`src/rtl/core/lkr_pkg.sv`:
```
package lkr_pkg;

  localparam int NumFrames = 64;
  localparam int FrameW    = 6;
  localparam int CountW    = 4;
  localparam int StampW    = 32;
  localparam int TotalW    = 7;
  localparam int IdxW      = $clog2(NumFrames + 1);
  localparam int QDepth    = 2;
  localparam logic [CountW-1:0] KReset = 4'd2;

  typedef enum logic [1:0] {
    OP_ACCESS = 2'd0,
    OP_SETEV  = 2'd1,
    OP_REMOVE = 2'd2,
    OP_EVICT  = 2'd3
  } op_e;

  typedef struct packed {
    op_e               op;
    logic [FrameW-1:0] frame;
    logic              evictable_flag;
  } item_t;

  typedef struct packed {
    logic              victim_found;
    logic [FrameW-1:0] victim_frame;
    logic [TotalW-1:0] evictable_count;
  } result_t;

endpackage

```
`src/rtl/core/lkr_front.sv`:
```
module lkr_front import lkr_pkg::*; (
  input  logic        clk_i,
  input  logic        rst_ni,
  input  logic        in_valid_i,
  output logic        in_ready_o,
  input  logic [15:0] in_data_i,
  output logic        item_valid_o,
  output item_t       item_o,
  input  logic        item_pop_i
);

  item_t             q_mem [QDepth];
  logic              wr_ptr_q, wr_ptr_d, rd_ptr_q, rd_ptr_d;
  logic [1:0]        fill_q, fill_d;
  logic              push;
  item_t             in_item;

  always_comb begin
    in_item.op             = op_e'(in_data_i[1:0]);
    in_item.frame          = in_data_i[7:2];
    in_item.evictable_flag = in_data_i[8];
  end

  assign in_ready_o   = (fill_q != 2'(QDepth));
  assign push         = in_valid_i && in_ready_o;
  assign item_valid_o = (fill_q != 2'd0);
  assign item_o       = q_mem[rd_ptr_q];

  always_comb begin
    wr_ptr_d = push ? ~wr_ptr_q : wr_ptr_q;
    rd_ptr_d = (item_pop_i && item_valid_o) ? ~rd_ptr_q : rd_ptr_q;
    fill_d   = fill_q + 2'(push) - 2'(item_pop_i && item_valid_o);
  end

  always_ff @(posedge clk_i or negedge rst_ni) begin
    if (!rst_ni) begin
      wr_ptr_q <= 1'b0;
      rd_ptr_q <= 1'b0;
      fill_q   <= 2'd0;
    end else begin
      wr_ptr_q <= wr_ptr_d;
      rd_ptr_q <= rd_ptr_d;
      fill_q   <= fill_d;
    end
  end

  always_ff @(posedge clk_i) begin
    if (push) begin
      q_mem[wr_ptr_q] <= in_item;
    end
  end

endmodule

```
`src/rtl/core/lkr_back.sv`:
```
module lkr_back import lkr_pkg::*; (
  input  logic              clk_i,
  input  logic              rst_ni,
  input  logic              cfg_valid_i,
  input  logic [CountW-1:0] cfg_data_i,
  input  logic              item_valid_i,
  input  item_t             item_i,
  output logic              item_pop_o,
  output logic              res_valid_o,
  input  logic              res_ready_i,
  output result_t           res_o
);

  localparam logic [1:0] S_IDLE = 2'd0;
  localparam logic [1:0] S_EXEC = 2'd1;
  localparam logic [1:0] S_SCAN = 2'd2;
  localparam logic [1:0] S_FIN  = 2'd3;
  localparam int EntW = StampW + CountW;

  logic [1:0]           state_q, state_d;
  logic [CountW-1:0]    k_q;
  logic [CountW-1:0]    eff_k;
  logic [NumFrames-1:0] trk_q, trk_d, ev_q, ev_d;
  logic [TotalW-1:0]    total_q, total_d;
  logic [StampW-1:0]    stamp_q, stamp_d;
  item_t                cur_q, cur_d;
  logic [EntW-1:0]      mem [NumFrames];
  logic [EntW-1:0]      rd_q;
  logic [FrameW-1:0]    rd_addr;
  logic                 wr_en;
  logic [FrameW-1:0]    wr_addr;
  logic [EntW-1:0]      wr_data;
  logic [IdxW-1:0]      idx_q, idx_d;
  logic                 p_vld_q, p_vld_d;
  logic [FrameW-1:0]    p_idx_q, p_idx_d;
  logic                 lo_f_q, lo_f_d, hi_f_q, hi_f_d;
  logic [FrameW-1:0]    lo_i_q, lo_i_d, hi_i_q, hi_i_d;
  logic [StampW-1:0]    lo_a_q, lo_a_d, hi_a_q, hi_a_d;
  logic                 rv_q, rv_d;
  result_t              res_q, res_d;
  logic [CountW-1:0]    old_cnt, new_cnt, p_cnt;
  logic [StampW-1:0]    p_age;
  logic                 p_sat, p_ok;
  logic                 vic_f;
  logic [FrameW-1:0]    vic_i;

  assign eff_k       = (k_q == '0) ? CountW'(1) : k_q;
  assign res_valid_o = rv_q;
  assign res_o       = res_q;
  assign p_cnt       = rd_q[CountW-1:0];
  assign p_age       = stamp_q - rd_q[EntW-1:CountW];
  assign p_sat       = (p_cnt >= eff_k);
  assign p_ok        = p_vld_q && trk_q[p_idx_q] && ev_q[p_idx_q];
  assign old_cnt     = trk_q[cur_q.frame] ? rd_q[CountW-1:0] : '0;
  assign vic_f       = lo_f_q || hi_f_q;
  assign vic_i       = lo_f_q ? lo_i_q : (hi_f_q ? hi_i_q : '0);

  always_comb begin
    if (!trk_q[cur_q.frame]) begin
      new_cnt = CountW'(1);
    end else if (old_cnt < eff_k) begin
      new_cnt = old_cnt + CountW'(1);
    end else begin
      new_cnt = old_cnt;
    end
  end

  always_comb begin
    state_d    = state_q;
    trk_d      = trk_q;
    ev_d       = ev_q;
    total_d    = total_q;
    stamp_d    = stamp_q;
    cur_d      = cur_q;
    idx_d      = idx_q;
    p_vld_d    = 1'b0;
    p_idx_d    = p_idx_q;
    lo_f_d     = lo_f_q;
    lo_i_d     = lo_i_q;
    lo_a_d     = lo_a_q;
    hi_f_d     = hi_f_q;
    hi_i_d     = hi_i_q;
    hi_a_d     = hi_a_q;
    rv_d       = rv_q && !res_ready_i;
    res_d      = res_q;
    item_pop_o = 1'b0;
    rd_addr    = item_i.frame;
    wr_en      = 1'b0;
    wr_addr    = cur_q.frame;
    wr_data    = {stamp_q + StampW'(1), new_cnt};
    unique case (state_q)
      S_IDLE: begin
        if (item_valid_i && !rv_q) begin
          item_pop_o = 1'b1;
          cur_d      = item_i;
          idx_d      = '0;
          lo_f_d     = 1'b0;
          hi_f_d     = 1'b0;
          lo_a_d     = '0;
          hi_a_d     = '0;
          state_d    = (item_i.op == OP_EVICT) ? S_SCAN : S_EXEC;
        end
      end
      S_EXEC: begin
        res_d.victim_found = 1'b0;
        res_d.victim_frame = '0;
        unique case (cur_q.op)
          OP_ACCESS: begin
            wr_en   = 1'b1;
            stamp_d = stamp_q + StampW'(1);
            if (!trk_q[cur_q.frame]) begin
              trk_d[cur_q.frame] = 1'b1;
              ev_d[cur_q.frame]  = 1'b0;
            end
          end
          OP_SETEV: begin
            if (trk_q[cur_q.frame]) begin
              if (!ev_q[cur_q.frame] && cur_q.evictable_flag) begin
                total_d = total_q + TotalW'(1);
              end else if (ev_q[cur_q.frame] && !cur_q.evictable_flag) begin
                total_d = total_q - TotalW'(1);
              end
              ev_d[cur_q.frame] = cur_q.evictable_flag;
            end
          end
          OP_REMOVE: begin
            if (trk_q[cur_q.frame] && ev_q[cur_q.frame]) begin
              trk_d[cur_q.frame] = 1'b0;
              ev_d[cur_q.frame]  = 1'b0;
              total_d            = total_q - TotalW'(1);
            end
          end
          default: begin
          end
        endcase
        res_d.evictable_count = total_d;
        rv_d    = 1'b1;
        state_d = S_IDLE;
      end
      S_SCAN: begin
        rd_addr = idx_q[FrameW-1:0];
        if (idx_q != IdxW'(NumFrames)) begin
          p_vld_d = 1'b1;
          p_idx_d = idx_q[FrameW-1:0];
          idx_d   = idx_q + IdxW'(1);
        end
        if (p_ok) begin
          if (p_sat) begin
            if (!hi_f_q || p_age > hi_a_q) begin
              hi_f_d = 1'b1;
              hi_i_d = p_idx_q;
              hi_a_d = p_age;
            end
          end else if (!lo_f_q || p_age > lo_a_q) begin
            lo_f_d = 1'b1;
            lo_i_d = p_idx_q;
            lo_a_d = p_age;
          end
        end
        if (p_vld_q && p_idx_q == FrameW'(NumFrames - 1)) begin
          state_d = S_FIN;
        end
      end
      S_FIN: begin
        if (vic_f) begin
          trk_d[vic_i] = 1'b0;
          ev_d[vic_i]  = 1'b0;
          total_d      = total_q - TotalW'(1);
        end
        res_d.victim_found    = vic_f;
        res_d.victim_frame    = vic_i;
        res_d.evictable_count = total_d;
        rv_d    = 1'b1;
        state_d = S_IDLE;
      end
      default: begin
        state_d = S_IDLE;
      end
    endcase
  end

  always_ff @(posedge clk_i or negedge rst_ni) begin
    if (!rst_ni) begin
      state_q <= S_IDLE;
      k_q     <= KReset;
      trk_q   <= '0;
      ev_q    <= '0;
      total_q <= '0;
      stamp_q <= '0;
      rv_q    <= 1'b0;
      p_vld_q <= 1'b0;
      idx_q   <= '0;
    end else begin
      state_q <= state_d;
      if (cfg_valid_i) begin
        k_q <= cfg_data_i;
      end
      trk_q   <= trk_d;
      ev_q    <= ev_d;
      total_q <= total_d;
      stamp_q <= stamp_d;
      rv_q    <= rv_d;
      p_vld_q <= p_vld_d;
      idx_q   <= idx_d;
    end
  end

  always_ff @(posedge clk_i) begin
    cur_q   <= cur_d;
    p_idx_q <= p_idx_d;
    lo_f_q  <= lo_f_d;
    lo_i_q  <= lo_i_d;
    lo_a_q  <= lo_a_d;
    hi_f_q  <= hi_f_d;
    hi_i_q  <= hi_i_d;
    hi_a_q  <= hi_a_d;
    res_q   <= res_d;
  end

  always_ff @(posedge clk_i) begin
    if (wr_en) begin
      mem[wr_addr] <= wr_data;
    end
    rd_q <= mem[rd_addr];
  end

endmodule

```
`src/rtl/core/lru_k_frame_replacer.sv`:
```
// Channel | Dir | Handshake             | Payload
// s_axis  | in  | s_axis_tvalid/tready  | s_axis_tdata: op, frame, evictable_flag
// m_axis  | out | m_axis_tvalid/tready  | m_axis_tdata: victim_found, victim_frame, count
// cfg     | in  | cfg_valid/cfg_ready   | cfg_data: k_threshold
//
// Access, set evictable and remove pass from the queue head through the IDLE and EXEC states to the result.
// Evict scans the frames in the SCAN state: one frame of the stamp memory is read and compared per cycle.
// A two-beat input queue takes beats until full while a result waits at the output.
// Reset clears all frame flags, the stamp counter and sets k_threshold to 2.
module lru_k_frame_replacer import lkr_pkg::*; (
  input  logic        clk_i,
  input  logic        rst_ni,
  input  logic        s_axis_tvalid,
  output logic        s_axis_tready,
  input  logic [15:0] s_axis_tdata,   // op[1:0], frame[7:2], evictable_flag[8]
  output logic        m_axis_tvalid,
  input  logic        m_axis_tready,
  output logic [15:0] m_axis_tdata,   // victim_found[0], victim_frame[6:1], count[13:7]
  input  logic        cfg_valid,
  output logic        cfg_ready,
  input  logic [3:0]  cfg_data
);

  logic    item_valid, item_pop;
  item_t   item;
  result_t res;

  assign cfg_ready = 1'b1;

  lkr_front u_front (
    .clk_i        (clk_i),
    .rst_ni       (rst_ni),
    .in_valid_i   (s_axis_tvalid),
    .in_ready_o   (s_axis_tready),
    .in_data_i    (s_axis_tdata),
    .item_valid_o (item_valid),
    .item_o       (item),
    .item_pop_i   (item_pop)
  );

  lkr_back u_back (
    .clk_i        (clk_i),
    .rst_ni       (rst_ni),
    .cfg_valid_i  (cfg_valid),
    .cfg_data_i   (cfg_data),
    .item_valid_i (item_valid),
    .item_i       (item),
    .item_pop_o   (item_pop),
    .res_valid_o  (m_axis_tvalid),
    .res_ready_i  (m_axis_tready),
    .res_o        (res)
  );

  assign m_axis_tdata = {2'b00, res.evictable_count, res.victim_frame, res.victim_found};

endmodule

```
`config.mk`:
```
export PLATFORM = sky130hd
export DESIGN_NAME = lru_k_frame_replacer
export DESIGN_NICKNAME = d
export VERILOG_FILES = /design/src/rtl/core/lkr_pkg.sv /design/src/rtl/core/lkr_front.sv /design/src/rtl/core/lkr_back.sv /design/src/rtl/core/lru_k_frame_replacer.sv
export SDC_FILE = /design/constraint.sdc
export NUM_CORES = 2
export LEC_CHECK = 0
export ABC_AREA = 1
export BUFFER_PORTS_ARGS = -buffer_cell sky130_fd_sc_hd__buf_2
export CORE_UTILIZATION = 45
export CTS_CLUSTER_DIAMETER = 200
export DETAILED_ROUTE_END_ITERATION = 10
export PLACE_DENSITY = 0.6
export REMOVE_ABC_BUFFERS = 1
export SETUP_SLACK_MARGIN = 0.15
export SYNTH_ARGS = -nofsm -noshare
export SYNTH_HDL_FRONTEND = slang
export SYNTH_HIERARCHICAL = 1
export SYNTH_SLANG_ARGS = --single-unit
```
`constraint.sdc`:
```
create_clock -name clk_i -period 13.05 [get_ports clk_i]
set_input_delay 1.9575 -clock clk_i [delete_from_list [all_inputs] [get_ports clk_i]]
set_output_delay 1.9575 -clock clk_i [all_outputs]
set_load 0.02 [all_outputs]
```
Word level (Yosys, flattened, before mapping). Memories as Yosys holds them, arrays and structs flattened. A register that Yosys moved wholly into a read port is not among the register bits. Index checks and enable logic that the tools add are counted.

Bits in registers: 293. Memory bits (writable): 2322. Bits of input ports: 25. Output and inout port bits: 19. Word-level logic and storage cells: 191. Memories: 2.

Add/sub/neg operators: 8. Order comparisons: 9. Eq/ne operators: 23. Multiplexer cells: 75. Bitwise gates (word level): 10. Reductions and logical operators: 39.

Memory list: u_back.mem (words 64, bits a word 36, rd ports 1, clocked after Yosys merged registers in 1, write ports 1, RTL line lkr_back.sv:27) `logic [EntW-1:0] mem [NumFrames];`; u_front.q_mem (words 2, bits a word 9, rd ports 1, clocked after Yosys merged registers in 0, write ports 1, RTL line lkr_front.sv:12) `item_t q_mem [QDepth];`.

Operators by type and width (count): two-way mux 64 bit (7); one-hot mux 64 bit (2 select lines) (3); AND 64 bit (4); two-way mux 32 bit (7); one-hot mux 64 bit (3 select lines) (1); NOT 64 bit (2); one-hot mux 32 bit (2 select lines) (2); bitwise mux 64 bit (1); greater-than comparator 32 bit (2); bitwise OR 64 bit (1); two-way mux 7 bit (7); one-hot mux 7 bit (2 select lines) (3); adder 32 x 1 -> 32 bit, second input constant (1); subtractor 32 bit (1); one-hot mux 14 bit (2 select lines) (1); binary-select mux 1 bit (select 6 bit) (4); two-way mux 1 bit (24); less-than comparator 6 x 7 -> 1 bit, second input constant (3); two-way mux 6 bit (3); two-way mux 4 bit (4); != test 2 x 1 -> 1 bit, second input constant (8); AND reduction 5 bit (3); adder 7 x 1 -> 7 bit, second input constant (2); demux 1 bit (select 6 bit) (2); other kinds (30) (68).

Depth between registers and ports, before layout.
Word-level depth: 10. Depth in mapped cells: 27. Depth with buffers taken out: 27.

Modules after synthesis. The synthesis kept the hierarchy.

Modules (own cells, without submodules): lkr_back (times used 1, cells an instance 9781, area an instance 112161.3 µm², sequential area each 77675.7 µm²); lkr_front (times used 1, cells an instance 78, area an instance 905.9 µm², sequential area each 640.6 µm²); lru_k_frame_replacer (times used 1, cells an instance 5, area an instance 30.0 µm², sequential area each 0.0 µm²).

Worst setup path before layout. OpenSTA, ideal clock, no wires.

Path type: flip-flop to flip-flop. From: register u_back.stamp_q[0]. To: register u_back.hi_a_q[0] (enable). Setup time: 474 ps. Arrival time: 6803 ps. Required time: 12576 ps. Setup slack: 5773 ps. Cell stages (with the launch flop): 26. Buffers on the path: 0. Clock period less this slack: 7277 ps. Path through: dfrtp_1 inv_1 ha_1 inv_1 fa_1 nand3_1 nand3_1 a21oi_1 o21ai_0 a21boi_0 inv_1 nand4_1 o2111ai_1 xor2_1 inv_1 ha_1 nand4_1 nor4_1 inv_1 nor4_1 nand2_1 nand2_1 nand2_1 nand2_1 nand4_1 a21boi_0.

Word-level cells in the longest chain between the ends: 5.

Ends and longest elaborated chain: from (decl) (RTL line lkr_back.sv:25) `logic [StampW-1:0] stamp_q, stamp_d;`; from (signal assigned) (RTL line lkr_back.sv:201) `stamp_q <= stamp_d;`; subtractor 32 bit (RTL line lkr_back.sv:51) `assign p_age = stamp_q - rd_q[EntW-1:CountW];`; greater-than comparator 32 bit (RTL line lkr_back.sv:149) `if (!hi_f_q || p_age > hi_a_q) begin`; logical OR 1 bit (RTL line lkr_back.sv:149); != test 2 x 1 -> 1 bit (no line); AND reduction 5 bit (no line); to (signal assigned) (RTL line lkr_back.sv:216) `hi_a_q <= hi_a_d;`; to (decl) (RTL line lkr_back.sv:38) `logic [StampW-1:0] lo_a_q, lo_a_d, hi_a_q, hi_a_d;`.

Every way passes these cells. A chain may end at the register's enable or synchronous reset.

Worst setup path after layout.
From: register u_back.stamp_q[0]. To: register u_back.hi_a_q[16] (enable).

The elaborated chain is that of the path after synthesis.

==> results.md <==
- Status: completed
- Most numerous cell in the Yosys netlist: edfxtp_1
- Global-route wire length before repair: 490 mm
- Max IR drop VDD: 246 uV
- Total Routing Usage GR: 0.261
- Max Slew Vio Count: 0
- Die height: 503 um
- Seq/Total Area, Yosys: 0.692
- CTS clock-pin slew for the worst setup and hold paths: 60 ps
- Cells after synthesis: 9,864
- Wire length per cell: 25.3 um
- Synth area leaders: edfxtp_1 64%, o21ai_0 7.0%, nor2_1 5.6%
- Register share of total power: 0.321
- Post-synth EDFFs: 2,429
- Crit path DAT: 7430 ps
- RR Endpoint: u_back/hi_a_q[16]$_DFFE_PP_
- Area of the multi-input gates: 31,600 um2
- Cell variety after synth: 58
- PwrDens: 246 nW/um2
- Wirelength, routed: 337 mm
- Core Util, Final: 0.507
- Die width: 503 um
- Global placement routability congestion: 0.887
- Combinational Power Share: 0.428
- Avg Inst Size Synth: 11.5 um2
- Vias/cell: 6.02
- Initial DRC Count: 10,300
- CP Max Fanout: 65
- RSZ-0062 raised after global routing: no
- CTS-repair resized insts: 0
- Layout cells sized above 1: 0.0773
- Ys Warns: 6
- Switch share: 0.423
- Asr flop ratio synth: 0.0702
- DP Cell Count: 12,800
- DRC Markers: 0
- CTS Buffer Depth: 4
- Antenna violations before repair: 7
- Initial Util: 0.454
- Fin crit share: 0.528
- Area taken by flip-flops and latches: 78,300 um2
- Post-synth top area cell: edfxtp_1
- CTS H-tree lvls: 5
- Internal power: 18.0 mW
- Vias in the first global route: 76,000
- Overflow after GRT: 0
- Final net count: 9,875
- Yosys top cell area share: 0.645
- Sw Pwr: 13.2 mW
- Hold-fix buffers at CTS: 0
- Drt pass-1 iters: 6
- Leak: 47.9 nW
- Rows: 183
- Achievable Freq: 145 MHz
- Largest net degree at the start of global routing: 207
- Post-Synthesis Cell Area: 113,000 um2
- Hold Path Depth: 0
- IO Count: 44
- Clk_skew: 62.7 ps
- FILL cells: 21,400
- CTS sink count: 2,651
- Clock power frac: 0.252
- Clock Latency Late Sink: 940 ps
- Hold endpoint: u_back/p_idx_q[1]$_DFFE_PP_
- Hold WC Path Type: flip-flop to flip-flop
- Max-cap violation count: 0
- Commonest cells in the netlist: 2,429 x edfxtp_1, 1,688 x nor2_1, 1,581 x o21ai_0, 1,067 x nand2_1, 573 x o22ai_1
- Final non-filler cell total: 13,300
- Total CTS buffers: 290
- Flops & latches, synth: 2,651
- Core area: 249,000 um2
- Final count of hold timing violations: 0
- Crit. End Element: flip-flop
- Reg2Reg Depth: 26
- Critical path type: flip-flop to flip-flop
- Min Tclk post-route: 6900 ps
- R2r setup slk: 6150 ps
- Antenna-violating nets left: 0
- Area growth from synthesis to layout: 11.8%
- Required time worst endpoint: 13,590 ps
- Port Buffers: 33
- Slew headroom: 0.187
- Postcts setup bufs: 0
- Post-DP HPWL: 175 mm
- CP Launch Type: flip-flop
- Area of the die: 253,000 um2
- CTS tree: yes
- Via count: 79,900
- Final-report setup violation count: 0
- Clock Root Buffer: clkbuf_16
- Reg-to-Reg Start: u_back/stamp_q[0]$_DFFE_PN0P_
- Commonest register cell after synthesis: edfxtp_1
- Least-Margin Pin Slew: 1220 ps
- Min-delay src: u_back/idx_q[1]$_DFFE_PN0P_
[cells in the final DEF (no fill, tap or decap), types with 10 or more instances in the layout]
cell / count
a21oi_1: 180
buf_12: 13
buf_2: 32
buf_4: 171
bufinv_16: 18
clkbuf_1: 60
clkbuf_16: 298
clkbuf_8: 14
clkinv_1: 56
clkinv_2: 45
dfrtp_1: 185
dfxtp_1: 36
edfxtp_1: 2429
ha_1: 111
inv_1: 412
inv_2: 13
nand2_1: 1064
nand3_1: 329
nand4_1: 23
nor2_1: 1622
nor2_4: 72
nor3_1: 28
nor4_1: 10
o21ai_0: 1581
o21ai_1: 101
o221ai_1: 147
o22ai_1: 573
o31ai_1: 60
o32ai_1: 62
xnor2_1: 10
xor2_1: 31
xor2_4: 28
[critical path, cell delays in order (launching register included)]
cell	delay, ps
dfrtp_1	430
inv_2	830
ha_1	310
inv_1	70
fa_1	400
nand3_1	80
nand3_1	100
a21oi_1	250
o21ai_0	190
a21boi_0	370
inv_1	140
nand4_1	110
o2111ai_1	180
xor2_1	290
inv_1	100
ha_1	300
nand4_1	130
nor4_1	440
inv_1	100
nor4_1	300
nand2_1	90
nand2_1	80
nand2_1	180
nand2_1	140
nand4_1	190
a21boi_4	170
buf_4	460
[cell families (layout without fill, tap and decap cells)]
group / after synthesis / in the layout / share of synthesized area
adders and majority gates: 113 / 113 / 0.0126
and+or+nand+nor: 3186 / 3186 / 0.112
DFF: 2651 / 2651 / 0.692
AOI/OAI and AO/OA: 2770 / 2770 / 0.139
xor gates and xnor gates: 71 / 71 / 0.00550
buffers and inverters: 1071 / 1148 / 0.0384
other: 2 / 9 / 0.0000664
[worst max-delay path by stage]
stage | slack, ps | depth (start not counted) | startpoint | endpoint
2_1_floorplan | -22770 | 11 | u_back/state_q[0]$_DFFE_PN0P_ | u_back/rd_q[34]$_DFF_P_
3_3_place_gp | 6200 | 26 | u_back/stamp_q[0]$_DFFE_PN0P_ | u_back/hi_a_q[4]$_DFFE_PP_
3_5_place_dp | 6150 | 26 | u_back/stamp_q[0]$_DFFE_PN0P_ | u_back/hi_a_q[4]$_DFFE_PP_
4_1_cts | 6100 | 26 | u_back/stamp_q[0]$_DFFE_PN0P_ | u_back/hi_a_q[16]$_DFFE_PP_
5_1_grt | 5630 | 26 | u_back/stamp_q[0]$_DFFE_PN0P_ | u_back/hi_a_q[16]$_DFFE_PP_
6_report | 6150 | 26 | u_back/stamp_q[0]$_DFFE_PN0P_ | u_back/hi_a_q[16]$_DFFE_PP_
[stage by stage]
step / instance area (um2) / worst slack, ps / setup TNS (ps) / hold slack [ps] / total power [mW]
detailed placement: 117000 / 6150 / 0 / 470 / 23.2
floorplan: 110000 / -22770 / -814120 / 447 / 19.0
CTS: 126000 / 6100 / 0 / 484 / 31.0
global placement: 117000 / 6200 / 0 / 473 / 22.9
global route: 126000 / 5630 / 0 / 495 / 32.9
finish: 126000 / 6150 / 0 / 479 / 31.1
[sequential cells by signal, summed over array words and instances, names as in the netlist, 2 cells and up, named ones only]
signal          count
u_back/state_q      2
u_back/hi_a_q      32
u_back/lo_i_q       6
u_back/ev_q        64
u_back/cur_q        3
u_back/stamp_q     32
u_back/p_idx_q      6
u_back/idx_q        7
u_back/wr_addr      6
u_back/total_q      7
u_back/mem       2304
u_back/res_o       14
u_back/rd_q        36
u_back/lo_a_q      32
u_front/fill_q      2
u_front/q_mem      18
u_back/hi_i_q       6
u_back/k_q          4
[metal layers]
layer  vias up  global-route usage  share of wire
met1     40000               0.358           0.41
met2      3715               0.421           0.47
li1      35500                   -              -
met4         0              0.0791          0.027
met3       638              0.0494          0.094
met5         -                   0              0
[power groups by stage]
stage | Clock (mW) | Combinational, mW | Sequential (mW)
global placement | 0 | 12.8 | 10.1
global route | 8.26 | 14.6 | 10.0
detailed placement | 0 | 13.1 | 10.1
CTS | 7.94 | 13.1 | 9.97
floorplan | 0 | 8.84 | 10.2
finish | 7.83 | 13.3 | 9.98
[cell type report]
| type | count | area share |
|---|---|---|
| sequential | 2651 | 0.620 |
| clock inverter | 126 | 0.00830 |
| timing repair buffer | 217 | 0.0136 |
| tap | 3330 | 0.0330 |
| inverter | 434 | 0.0132 |
| clock buffer | 371 | 0.0622 |
| multi-input combinational | 6143 | 0.250 |
| antenna | 6 | 0.000119 |
Power figures use the tool's default switching activity.
